$ cat config.mk
export PLATFORM = sky130hd
export DESIGN_NAME = jog_position_integrator
export DESIGN_NICKNAME = d
export VERILOG_FILES = /design/src/rtl/jpi_pkg.sv /design/src/rtl/jpi_axis_lane.sv /design/src/rtl/jpi_ctrl.sv /design/src/rtl/jpi_out_stage.sv /design/src/rtl/jog_position_integrator.sv
export SDC_FILE = /design/constraint.sdc
export NUM_CORES = 2
export LEC_CHECK = 0
export CORE_ASPECT_RATIO = 1.75
export CORE_MARGIN = 2
export CORE_UTILIZATION = 55
export DETAILED_ROUTE_END_ITERATION = 8
export DONT_BUFFER_PORTS = 1
export GPL_TIMING_DRIVEN = 0
export PLACE_DENSITY = 0.73
export SYNTH_ARGS = -nofsm -noshare
export SYNTH_HDL_FRONTEND = slang
export SYNTH_HIERARCHICAL = 1
export SYNTH_SLANG_ARGS = --single-unit
export TNS_END_PERCENT = 50
$ cat constraint.sdc
create_clock -name i_clk -period 7.4 [get_ports i_clk]
set_input_delay 0.74 -clock i_clk [delete_from_list [all_inputs] [get_ports i_clk]]
set_output_delay 0.74 -clock i_clk [all_outputs]
set_load 0.005 [all_outputs]
$ cat src/rtl/jpi_pkg.sv
// Shared types, widths, register indexes and reset constants of the jog position integrator.
// Used by every module in this folder; depends on nothing else.
package jpi_pkg;

    localparam int POS_W  = 25;
    localparam int VEL_W  = 16;
    localparam int GAIN_W = 24;
    localparam int LEG_W  = 2;
    localparam int NUM_AXES = 3;
    localparam int FRAC_SHIFT = 15;
    localparam int PROD_W = VEL_W + GAIN_W + 1;

    localparam int S_TDATA_W = 56;
    localparam int S_TUSER_W = 2;
    localparam int M_TDATA_W = 80;
    localparam int CFG_IDX_W = 3;
    localparam int CFG_DATA_W = POS_W;

    typedef logic signed [POS_W-1:0] t_pos;
    typedef logic signed [VEL_W-1:0] t_vel;
    typedef logic [GAIN_W-1:0]       t_gain;
    typedef logic [LEG_W-1:0]        t_leg;

    typedef enum logic [CFG_IDX_W-1:0] {
        REG_TWO_LEG_MODE = 3'd0,
        REG_STEP_GAIN    = 3'd1,
        REG_X_MIN        = 3'd2,
        REG_X_MAX        = 3'd3,
        REG_Y_MIN        = 3'd4,
        REG_Y_MAX        = 3'd5,
        REG_Z_MIN        = 3'd6,
        REG_Z_MAX        = 3'd7
    } t_reg_idx;

    localparam t_pos  LEFT_Y_OFFSET = 25'sd2130706;
    localparam t_gain GAIN_RST      = 24'd33554;
    localparam t_pos  XY_LIM_RST    = 25'sd2516582;
    localparam t_pos  Z_LIM_RST     = 25'sd1677722;
    localparam t_leg  LEG_SINGLE    = 2'd1;
    localparam t_leg  LEG_FIRST     = 2'd0;

    // Per-lane control for one cycle.
    typedef struct packed {
        logic  load_vel;
        logic  load_gain;
        t_gain gain;
        logic  tick;
        logic  clr;
        t_pos  home;
        t_pos  lo;
        t_pos  hi;
    } t_lane_ctl;

endpackage

$ cat src/rtl/jpi_axis_lane.sv
// One axis lane: holds the velocity, the registered per-tick step and the position.
// Depends on jpi_pkg.
module jpi_axis_lane (
    input  logic               i_clk,
    input  logic               i_rst_n,
    input  jpi_pkg::t_lane_ctl i_ctl,
    input  jpi_pkg::t_pos      i_rst_pos,
    input  jpi_pkg::t_vel      i_vel,
    output jpi_pkg::t_pos      o_adv
);

    jpi_pkg::t_vel r_vel;
    jpi_pkg::t_pos r_delta;
    jpi_pkg::t_pos r_pos;

    jpi_pkg::t_vel                       w_vel_op;
    logic signed [jpi_pkg::PROD_W-1:0]   w_prod;
    logic signed [jpi_pkg::POS_W:0]      w_sum;
    logic signed [jpi_pkg::POS_W:0]      w_lo;
    logic signed [jpi_pkg::POS_W:0]      w_hi;
    logic signed [jpi_pkg::POS_W:0]      w_raised;

    assign w_vel_op = i_ctl.load_vel ? i_vel : r_vel;
    assign w_prod   = $signed(w_vel_op) * $signed({1'b0, i_ctl.gain});

    // The product never exceeds 40 bits, so this select is the floor shift.
    always_ff @(posedge i_clk) begin
        if (!i_rst_n) begin
            r_vel   <= '0;
            r_delta <= '0;
        end else begin
            if (i_ctl.load_vel) begin
                r_vel <= i_vel;
            end
            if (i_ctl.load_vel || i_ctl.load_gain) begin
                r_delta <= w_prod[jpi_pkg::PROD_W-2:jpi_pkg::FRAC_SHIFT];
            end
        end
    end

    assign w_sum    = {r_pos[jpi_pkg::POS_W-1], r_pos} + {r_delta[jpi_pkg::POS_W-1], r_delta};
    assign w_lo     = {i_ctl.lo[jpi_pkg::POS_W-1], i_ctl.lo};
    assign w_hi     = {i_ctl.hi[jpi_pkg::POS_W-1], i_ctl.hi};
    assign w_raised = (w_sum < w_lo) ? w_lo : w_sum;
    assign o_adv    = (w_raised > w_hi) ? i_ctl.hi : w_raised[jpi_pkg::POS_W-1:0];

    always_ff @(posedge i_clk) begin
        if (!i_rst_n) begin
            r_pos <= i_rst_pos;
        end else begin
            priority if (i_ctl.clr) begin
                r_pos <= i_ctl.home;
            end else if (i_ctl.tick) begin
                r_pos <= o_adv;
            end
        end
    end

endmodule

$ cat src/rtl/jpi_ctrl.sv
// Configuration registers, button edge detection and leg index; drives the three axis lanes.
// Depends on jpi_pkg.
module jpi_ctrl #(
    parameter jpi_pkg::t_pos LEFT_Y_OFFSET = jpi_pkg::LEFT_Y_OFFSET
) (
    input  logic                                i_clk,
    input  logic                                i_rst_n,
    input  logic                                i_cfg_we,
    input  logic [jpi_pkg::CFG_IDX_W-1:0]       i_cfg_idx,
    input  logic [jpi_pkg::CFG_DATA_W-1:0]      i_cfg_data,
    input  logic                                i_sample,
    input  logic                                i_tick,
    input  logic                                i_btn_reset,
    input  logic                                i_btn_next,
    input  logic                                i_btn_prev,
    output jpi_pkg::t_lane_ctl [jpi_pkg::NUM_AXES-1:0] o_lane_ctl,
    output jpi_pkg::t_leg                       o_leg
);

    logic          r_mode;
    jpi_pkg::t_gain r_gain;
    jpi_pkg::t_pos r_lo [jpi_pkg::NUM_AXES];
    jpi_pkg::t_pos r_hi [jpi_pkg::NUM_AXES];
    logic          r_last_reset;
    logic          r_last_next;
    logic          r_last_prev;
    jpi_pkg::t_leg r_leg;

    jpi_pkg::t_reg_idx w_idx;
    logic          w_mode_wr;
    logic          w_gain_wr;
    logic          w_rst_edge;
    logic          w_next_edge;
    logic          w_prev_edge;
    logic          w_clr_all;
    logic          w_clr_xz;
    jpi_pkg::t_pos w_y_home;
    jpi_pkg::t_leg w_leg_step;

    assign w_idx       = jpi_pkg::t_reg_idx'(i_cfg_idx);
    assign w_mode_wr   = i_cfg_we && (w_idx == jpi_pkg::REG_TWO_LEG_MODE);
    assign w_gain_wr   = i_cfg_we && (w_idx == jpi_pkg::REG_STEP_GAIN);
    assign w_rst_edge  = i_sample && i_btn_reset && !r_last_reset;
    assign w_next_edge = i_sample && r_mode && i_btn_next && !r_last_next;
    assign w_prev_edge = i_sample && r_mode && i_btn_prev && !r_last_prev;

    // Leg steps zero y; a mode write or reset edge zeroes y in two-leg mode, else loads the left-leg offset.
    assign w_clr_all = w_mode_wr || w_rst_edge || w_next_edge || w_prev_edge;
    assign w_clr_xz  = w_clr_all;
    always_comb begin
        if (w_mode_wr) begin
            w_y_home = i_cfg_data[0] ? '0 : LEFT_Y_OFFSET;
        end else begin
            w_y_home = r_mode ? '0 : LEFT_Y_OFFSET;
        end
    end

    assign w_leg_step = r_leg + (w_next_edge ? jpi_pkg::LEG_W'(1) : '0)
                              + (w_prev_edge ? jpi_pkg::LEG_W'(3) : '0);

    always_ff @(posedge i_clk) begin
        if (!i_rst_n) begin
            r_mode       <= 1'b0;
            r_gain       <= jpi_pkg::GAIN_RST;
            r_lo[0]      <= -jpi_pkg::XY_LIM_RST;
            r_hi[0]      <= jpi_pkg::XY_LIM_RST;
            r_lo[1]      <= -jpi_pkg::XY_LIM_RST;
            r_hi[1]      <= jpi_pkg::XY_LIM_RST;
            r_lo[2]      <= -jpi_pkg::Z_LIM_RST;
            r_hi[2]      <= jpi_pkg::Z_LIM_RST;
            r_last_reset <= 1'b0;
            r_last_next  <= 1'b0;
            r_last_prev  <= 1'b0;
            r_leg        <= jpi_pkg::LEG_SINGLE;
        end else begin
            if (i_cfg_we) begin
                unique case (w_idx)
                    jpi_pkg::REG_TWO_LEG_MODE: begin
                        r_mode <= i_cfg_data[0];
                        r_leg  <= i_cfg_data[0] ? jpi_pkg::LEG_FIRST : jpi_pkg::LEG_SINGLE;
                    end
                    jpi_pkg::REG_STEP_GAIN: r_gain  <= i_cfg_data[jpi_pkg::GAIN_W-1:0];
                    jpi_pkg::REG_X_MIN:     r_lo[0] <= i_cfg_data;
                    jpi_pkg::REG_X_MAX:     r_hi[0] <= i_cfg_data;
                    jpi_pkg::REG_Y_MIN:     r_lo[1] <= i_cfg_data;
                    jpi_pkg::REG_Y_MAX:     r_hi[1] <= i_cfg_data;
                    jpi_pkg::REG_Z_MIN:     r_lo[2] <= i_cfg_data;
                    jpi_pkg::REG_Z_MAX:     r_hi[2] <= i_cfg_data;
                endcase
            end
            if (i_sample) begin
                r_last_reset <= i_btn_reset;
                r_last_next  <= i_btn_next;
                r_last_prev  <= i_btn_prev;
                r_leg        <= w_leg_step;
            end
        end
    end

    always_comb begin
        for (int i = 0; i < jpi_pkg::NUM_AXES; i++) begin
            o_lane_ctl[i].load_vel  = i_sample;
            o_lane_ctl[i].load_gain = w_gain_wr;
            o_lane_ctl[i].gain      = w_gain_wr ? i_cfg_data[jpi_pkg::GAIN_W-1:0] : r_gain;
            o_lane_ctl[i].tick      = i_tick;
            o_lane_ctl[i].clr       = w_clr_xz;
            o_lane_ctl[i].home      = '0;
            o_lane_ctl[i].lo        = r_lo[i];
            o_lane_ctl[i].hi        = r_hi[i];
        end
        o_lane_ctl[1].clr  = w_clr_all;
        o_lane_ctl[1].home = (w_mode_wr || w_rst_edge) ? w_y_home : '0;
    end

    assign o_leg = r_leg;

endmodule

$ cat src/rtl/jpi_out_stage.sv
// Output register that merges the three lane results and the leg index into one result item.
// Depends on jpi_pkg.
module jpi_out_stage (
    input  logic                              i_clk,
    input  logic                              i_rst_n,
    input  logic                              i_tick,
    input  jpi_pkg::t_pos                     i_x,
    input  jpi_pkg::t_pos                     i_y,
    input  jpi_pkg::t_pos                     i_z,
    input  jpi_pkg::t_leg                     i_leg,
    input  logic                              i_m_tready,
    output logic                              o_m_tvalid,
    output logic [jpi_pkg::M_TDATA_W-1:0]     o_m_tdata,
    output logic                              o_in_ready
);

    logic                          r_valid;
    logic [jpi_pkg::M_TDATA_W-1:0] r_data;

    assign o_in_ready = !r_valid || i_m_tready;

    always_ff @(posedge i_clk) begin
        if (!i_rst_n) begin
            r_valid <= 1'b0;
        end else begin
            r_valid <= i_tick || (r_valid && !i_m_tready);
        end
    end

    always_ff @(posedge i_clk) begin
        if (i_tick) begin
            r_data <= {3'b000, i_leg, i_z, i_y, i_x};
        end
    end

    assign o_m_tvalid = r_valid;
    assign o_m_tdata  = r_data;

endmodule

$ cat src/rtl/jog_position_integrator.sv
// Top level of the jog position integrator: three axis lanes, control and output stage.
// Depends on jpi_pkg, jpi_ctrl, jpi_axis_lane and jpi_out_stage.
//
// Input items arrive on the s-side stream. tuser bit 0 is the command (0 joystick sample,
// 1 timer tick) and bit 1 marks a usable sample. A sample updates the held velocities and
// the button history and returns nothing; a tick moves each axis by its step, clamps it
// and returns one item on the m-side stream.
// One input item is taken every cycle while the input side is ready. A tick's result is in
// the output register in the cycle after it is accepted. The step of each axis is multiplied
// out when a sample or a gain write arrives, so a tick is only an add and a clamp in each lane.
// The input side is ready whenever the output register is empty or being read. When the
// receiver stalls, the result waits and the input side stops until it is taken.
// After reset the gain and limits hold their defaults, the block is in single-leg mode on
// leg 1, y sits at the left-leg offset and x and z at zero. Configuration writes take
// effect at the next clock edge and may only be issued while no item is in flight.
// Writing the mode register returns the targets and the leg index to their start values.
module jog_position_integrator #(
    parameter jpi_pkg::t_pos LEFT_Y_OFFSET = jpi_pkg::LEFT_Y_OFFSET
) (
    input  logic                               i_clk,
    input  logic                               i_rst_n,
    input  logic                               i_s_tvalid,
    output logic                               o_s_tready,
    // stick_x, stick_y, stick_z, btn_reset, btn_next_leg, btn_prev_leg, zero padding
    input  logic [jpi_pkg::S_TDATA_W-1:0]      i_s_tdata,
    // command, msg_valid
    input  logic [jpi_pkg::S_TUSER_W-1:0]      i_s_tuser,
    output logic                               o_m_tvalid,
    input  logic                               i_m_tready,
    // out_x, out_y, out_z, out_leg, zero padding
    output logic [jpi_pkg::M_TDATA_W-1:0]      o_m_tdata,
    input  logic                               i_cfg_we,
    input  logic [jpi_pkg::CFG_IDX_W-1:0]      i_cfg_idx,
    input  logic [jpi_pkg::CFG_DATA_W-1:0]     i_cfg_data
);

    jpi_pkg::t_lane_ctl [jpi_pkg::NUM_AXES-1:0] w_lane_ctl;
    jpi_pkg::t_pos      w_adv [jpi_pkg::NUM_AXES];
    jpi_pkg::t_vel      w_vel [jpi_pkg::NUM_AXES];
    jpi_pkg::t_pos      w_rst_pos [jpi_pkg::NUM_AXES];
    jpi_pkg::t_leg      w_leg;
    logic               w_accept;
    logic               w_tick;
    logic               w_sample;

    assign w_accept = i_s_tvalid && o_s_tready;
    assign w_tick   = w_accept && i_s_tuser[0];
    assign w_sample = w_accept && !i_s_tuser[0] && i_s_tuser[1];

    assign w_vel[0] = i_s_tdata[15:0];
    assign w_vel[1] = i_s_tdata[31:16];
    assign w_vel[2] = i_s_tdata[47:32];

    assign w_rst_pos[0] = '0;
    assign w_rst_pos[1] = LEFT_Y_OFFSET;
    assign w_rst_pos[2] = '0;

    jpi_ctrl #(
        .LEFT_Y_OFFSET (LEFT_Y_OFFSET)
    ) u_ctrl (
        .i_clk       (i_clk),
        .i_rst_n     (i_rst_n),
        .i_cfg_we    (i_cfg_we),
        .i_cfg_idx   (i_cfg_idx),
        .i_cfg_data  (i_cfg_data),
        .i_sample    (w_sample),
        .i_tick      (w_tick),
        .i_btn_reset (i_s_tdata[48]),
        .i_btn_next  (i_s_tdata[49]),
        .i_btn_prev  (i_s_tdata[50]),
        .o_lane_ctl  (w_lane_ctl),
        .o_leg       (w_leg)
    );

    for (genvar g = 0; g < jpi_pkg::NUM_AXES; g++) begin : g_lane
        jpi_axis_lane u_lane (
            .i_clk     (i_clk),
            .i_rst_n   (i_rst_n),
            .i_ctl     (w_lane_ctl[g]),
            .i_rst_pos (w_rst_pos[g]),
            .i_vel     (w_vel[g]),
            .o_adv     (w_adv[g])
        );
    end

    jpi_out_stage u_out (
        .i_clk      (i_clk),
        .i_rst_n    (i_rst_n),
        .i_tick     (w_tick),
        .i_x        (w_adv[0]),
        .i_y        (w_adv[1]),
        .i_z        (w_adv[2]),
        .i_leg      (w_leg),
        .i_m_tready (i_m_tready),
        .o_m_tvalid (o_m_tvalid),
        .o_m_tdata  (o_m_tdata),
        .o_in_ready (o_s_tready)
    );

endmodule

Yosys cells after proc, flatten, opt, wreduce, memory -nomap -nowiden. Memory sizes are Yosys's and may differ from the RTL's. Cells that the tools add are included.

Logic and storage cells: 134. Output and inout port bits: 82. Input port bits: 91. Register bits: 306. Memories kept: 2. RAM bits: 150.

Magnitude comparators: 6. Bitwise operators: 7. Multiplexer cells: 53. Reduce and logical (&&, ||, !) cells: 34. $add $sub $neg: 5. Eq/ne operators: 7. $mul: 3.

Memory list: u_ctrl.r_hi (words 3, bits a word 25, read ports 3, clocked after memory_dff 0, write ports 3, RTL line jpi_ctrl.sv:23) `jpi_pkg::t_pos r_hi [jpi_pkg::NUM_AXES];`; u_ctrl.r_lo (words 3, bits a word 25, read ports 3, clocked after memory_dff 0, write ports 3, RTL line jpi_ctrl.sv:22) `jpi_pkg::t_pos r_lo [jpi_pkg::NUM_AXES];`.

Operators by type and width (number): 25-bit two-way mux (13); 16-bit by 25-bit multiplier with 40-bit output (3); 25-bit by 25-bit adder with 26-bit output (3); 26-bit by 25-bit greater-than comparator with 1-bit output (3); 26-bit by 25-bit less-than comparator with 1-bit output (3); 26-bit two-way mux (3); 16-bit two-way mux (3); 22-bit two-way mux (2); 1-bit two-way mux (27); 24-bit two-way mux (1); 1-bit logical AND (14); 3-bit equality test, second input constant (4); 2-bit two-way mux (4); 3-bit by 2-bit equality test with 1-bit output, second input constant (2); 1-bit zero test (6); 1-bit logical OR (6); 1-bit OR (6); 2-bit AND reduction (3); 2-bit nonzero test (3); 2-bit adder (2); 3-bit by 1-bit equality test with 1-bit output, second input constant (1); 3-bit zero test (1); 2-bit OR reduction (1); 1-bit NOT (1).

Depth between registers and ports, before layout.
Depth after elaboration: 12. Mapped depth: 32. Mapped depth without buffers: 28.

By module. Netlist, hierarchy kept.

Modules (own cells, without submodules): jpi_axis_lane at g_lane[2].u_lane (instances 1, area an instance 18519.0 µm², cells each 2175); jpi_axis_lane at g_lane[0].u_lane (instances 1, area an instance 18317.6 µm², cells each 2112); jpi_axis_lane at g_lane[1].u_lane (instances 1, area an instance 18232.5 µm², cells each 2126); jpi_ctrl (instances 1, area an instance 7603.5 µm², cells each 518); jpi_out_stage (instances 1, area an instance 2387.3 µm², cells each 85); jog_position_integrator (instances 1, area an instance 25.0 µm², cells each 4).

Worst setup path before layout. No wires, ideal clock.

Path type: input to register. Start: input i_m_tready. End: register g_lane[0].u_lane.r_delta[21]. Cell stages on the path: 28. Arrival: 7.809 ns. Library setup time: 0.079 ns. Setup slack: -0.488 ns. Data required time: 7.321 ns. Path through: nand2b_4 -> and4b_1 -> buf_4 -> buf_6 -> clkbuf_1 -> mux2_2 -> clkbuf_1 -> nand2_1 -> fa_1 -> fa_1 -> inv_1 -> fa_1 -> inv_1 -> fa_1 -> fa_1 -> inv_1 -> fa_1 -> ha_1 -> clkbuf_1 -> nand4_1 -> a21oi_1 -> a221oi_1 -> o22ai_2 -> o221ai_2 -> o31ai_4 -> a21boi_1 -> or4_1 -> o211ai_1.

Word-level cells in the longest chain between the ends: 6. Elaborated cells on any way between the ends: 7. Those cells by class: mul: 1; mux: 1; reduce/logical: 5.

Ends and longest elaborated chain: start: declaration (RTL line jog_position_integrator.sv:29) `input logic i_m_tready,`; 1-bit logical OR (*) (RTL line jpi_out_stage.sv:20) `assign o_in_ready = !r_valid || i_m_tready;`; 1-bit logical AND (*) (RTL line jog_position_integrator.sv:46) `assign w_accept = i_s_tvalid && o_s_tready;`; 1-bit logical AND (*) (2 in a row) (RTL line jog_position_integrator.sv:48) `assign w_sample = w_accept && !i_s_tuser[0] && i_s_tuser[1];`; net w_sample (RTL line jog_position_integrator.sv:44) `logic w_sample;`; 16-bit two-way mux; 16-bit by 25-bit multiplier with 40-bit output (RTL line jpi_axis_lane.sv:24) `assign w_prod = $signed(w_vel_op) * $signed({1'b0, i_ctl.gain});`; end signal: assignment (RTL line jpi_axis_lane.sv:36) `r_delta <= w_prod[jpi_pkg::PROD_W-2:jpi_pkg::FRAC_SHIFT];`; end: declaration (RTL line jpi_axis_lane.sv:13) `jpi_pkg::t_pos r_delta;`.

Mark *: on every way through the listed nets, which the timed path passes. The rest lies on a longest branch. A chain may end at the register's enable or synchronous reset.

Worst setup path in the final report.
Start: register u_out.r_valid, in the netlist u_out/o_m_tvalid. End: register g_lane[0].u_lane.r_delta[19].

Word-level cells in the longest chain between the ends: 7. Elaborated cells on any way between the ends: 8. Those cells by class: mul: 1; mux: 1; reduce/logical: 6.

Ends and longest elaborated chain: start: declaration (RTL line jpi_out_stage.sv:17) `logic r_valid;`; start signal: assignment (RTL line jpi_out_stage.sv:26) `r_valid <= i_tick || (r_valid && !i_m_tready);`; 1-bit zero test (*) (RTL line jpi_out_stage.sv:20); 1-bit logical OR (*) (RTL line jpi_out_stage.sv:20); net o_s_tready (RTL line jog_position_integrator.sv:23) `output logic o_s_tready,`; 1-bit logical AND (*) (RTL line jog_position_integrator.sv:46); 1-bit logical AND (*) (2 in a row) (RTL line jog_position_integrator.sv:48); net w_sample (RTL line jog_position_integrator.sv:44); 16-bit two-way mux; 16-bit by 25-bit multiplier with 40-bit output (RTL line jpi_axis_lane.sv:24).

Marks and branches as above.

==> run metrics <==
Final ANT Viol Nets=1; detailed-route via count=53.2k; Max VDD drop=216 uV; relative slew slack=a little over 10%; fraction of registers with async set/reset=0%; Crit path top cell by count=fa_1; Syn Std Cell Area=65,100 um^2; 1st-iter DRT viols=3,807; # DRC=0; clk root buf=clkbuf_16; power per standard cell area=around 180 nW/um^2; yosys warns=6; WP data arrival=8130 ps; gr ovfl total=0; DRT Wirelength=225,000 um; Req. time, crit path=7970 ps; crit-path max FO=10; top post-synthesis cells by count=inv_1, fa_1, nand2_1, ha_1, edfxtp_1; fmax=around 0.13 GHz; failing checks=antenna violations, negative setup slack; Final setup violation count=11; Site Rows=approximately 170; Final Cycle Share=102%; placer congestion estimate=1.09; min-delay worst type=input port to flop; Hold WS=251 ps; synth-to-layout area growth=14.4%; type of element launching the critical path=flop; GRT Resource Usage Total=36.7%; Final Slew Violations=0; RSZ-0062 raised after global routing=yes; TritonCTS Buffers=47; number of enable flip-flop cells after synthesis=302; post-DP HPWL=179,000 um; clk slew on worst S/H paths=70 ps; Primary FF master, synth=edfxtp_1; drt pass-1 iters=7; crit path kind=flop to flop; largest net degree at the start of global routing=44; die height=around 460 um; DR WL/cell=25.1 um; post-synth top area share=28.3%; Top delay family on crit path=adder cells; Distinct cells, synth=between 100 and 150; Worst-Skew Late Latency=640 ps; Yosys top cell by area=fa_1; Filler Cell Count=9,668; initial antenna violation count=13; # H-tree levels=2; final hold viol count=0; # placed instances=8,691; min cycle time layout=between 7000 and 8000 ps; setup ws final=-161 ps; multi-input logic area=48,800 um^2; share of cells above drive strength 1=between 10% and 20%; Nets=about 9.0k; die width=264 um; post-DR vias/cell=roughly 5.9; vias in the first global route=roughly 56k; most frequent cell after synthesis=inv_1; Seq cells post-synth=around 460; Post-Syn Instances=7,020; Avg Cell Area, Syn=about 9.3 um^2; Worst Max-Slew Pin Slew=1350 ps; largest incremental delay on the critical path=580 ps; placed standard-cell area=67,900 um^2; FF/Latch Area=12,200 um^2; I/O Pins=173; post-synthesis sequential area ratio=between 10% and 20%; # hold bufs at CTS=0; CP bufs+invs=11; port bufs=0; Crit-path slowest cell=fa_1; final worst clock skew=between 30 and 40 ps; Synth area leaders=fa_1, edfxtp_1, ha_1; Starting Density=55.2%; status=complete, but fails checks; CTS tree=yes; clock sink count=456; max-cap violations=0; Max clock buf depth=3; Core Area=118,000 um^2; final instance area=74,500 um^2; die area=121,000 um^2; Crit. End Element=flop; final std cells w/o fill=8,977; first-pass GRT wire length=330,000 um; Leak=33.8 nW
## final cells by class
type                       instances  share of cell area [%]
inverter                        1251                    6.31
tap                             1521                    2.56
sequential                       456                    16.3
clock buffer                      54                    1.64
antenna                           14                  0.0470
clock inverter                    34                   0.543
multi-input combinational       5024                    65.5
timing repair buffer             217                    2.84
buffer                           406                    4.22
## metrics by stage
stage | total power, mW | util [%] | TNS, ps | setup slack (ps)
2_1_floorplan | 7.54 | - | -8.38 | -8.38
5_1_grt | 14.0 | 63.2 | -4710 | -293
3_3_place_gp | 9.54 | 57.5 | -224870 | -2260
4_1_cts | 12.6 | 61.1 | -139 | -35.3
3_5_place_dp | 9.64 | 57.6 | -240230 | -2240
6_report | 13.3 | 63.2 | -559 | -161
## kinds of logic after synthesis
kind of cell | after synthesis | share of synthesized area [%]
AO/OA/AOI/OAI | 937 | 9.72
multiplexers | 188 | 3.31
buffers and inverters | 1684 | 10.7
AND/OR/NAND/NOR | 2094 | 15.9
other | 4 | 0.0231
adder cells (fa/ha/maj) | 1537 | 40.1
XOR/XNOR | 120 | 1.61
flip-flops | 456 | 18.7
## registers in the layout, indices dropped and copies added (netlist names), 2 cells and up
signal and flops:
g_lane.u_lane/r_delta 75, g_lane.u_lane/r_pos 75, g_lane.u_lane/r_vel 48, u_ctrl/r_lo 75, u_ctrl/r_gain 24, u_out/o_m_tdata 77, u_ctrl/o_leg 2, u_ctrl/r_hi 75
## routing by layer
metal	share of wire (%)	vias up	global-route usage, %
met5	0.0076	-	0
met4	12	4	34.5
met3	7.8	1196	6.84
met2	49	2737	64.5
met1	31	26100	36.3
li1	-	23100	-
## worst register-to-register path: cells and delay by family (launching register included)
kind / cells / cell delay, ps
compound gates: 4 / 830
xor+xnor: 1 / 240
fa+ha+maj: 7 / 3480
buf+inv: 11 / 1340
flops: 1 / 370
mux: 1 / 270
simple gates: 5 / 980
## worst paths after layout
kind                                start                      endpoint  slack [ps]  depth (start not counted)
max                      u_out/o_m_tvalid  g_lane[0].u_lane/r_delta[19]        -160                         29
min                               i_rst_n              u_out/o_m_tvalid         250                          1
max reg2reg              u_out/o_m_tvalid  g_lane[0].u_lane/r_delta[19]        -160                         29
min reg2reg  g_lane[2].u_lane/r_delta[11]  g_lane[2].u_lane/r_delta[11]         460                          2
## cell usage in the layout, fill, tap and decap left out, types with 37 or more instances in the layout
cell / count
clkbuf_16: 61
dfxtp_1: 144
ha_1: 571
clkbuf_2: 46
nand2b_1: 43
o211ai_1: 41
nand4_1: 53
o21a_1: 43
xnor2_1: 64
conb_1: 147
inv_1: 1234
nand2_1: 884
or3_1: 61
a21o_1: 90
clkbuf_1: 100
edfxtp_1: 302
xor2_1: 45
o21ai_0: 117
and2_1: 240
mux2i_1: 37
fa_1: 883
mux2_4: 57
or2_2: 74
a21oi_1: 210
mux2_2: 74
a31oi_1: 48
buf_4: 316
nor2b_1: 275
nor2_1: 202
nand3_1: 76
## report_power, final
group	leakage (nW)	total [mW]	switching (mW)	internal [mW]
Combinational	28.8	7.41	4.49	2.92
Sequential	4.19	3.37	0.197	3.17
Clock	0.778	2.54	1.15	1.39
Total	33.8	13.3	5.83	7.48
## timing repair
item,4_1_cts,5_1_grt
gates resized for setup,469,410
cloned,3,8
setup endpoints to repair,225,207
pin swaps,82,202
setup buffers,79,122
Power figures use the tool's default switching activity.
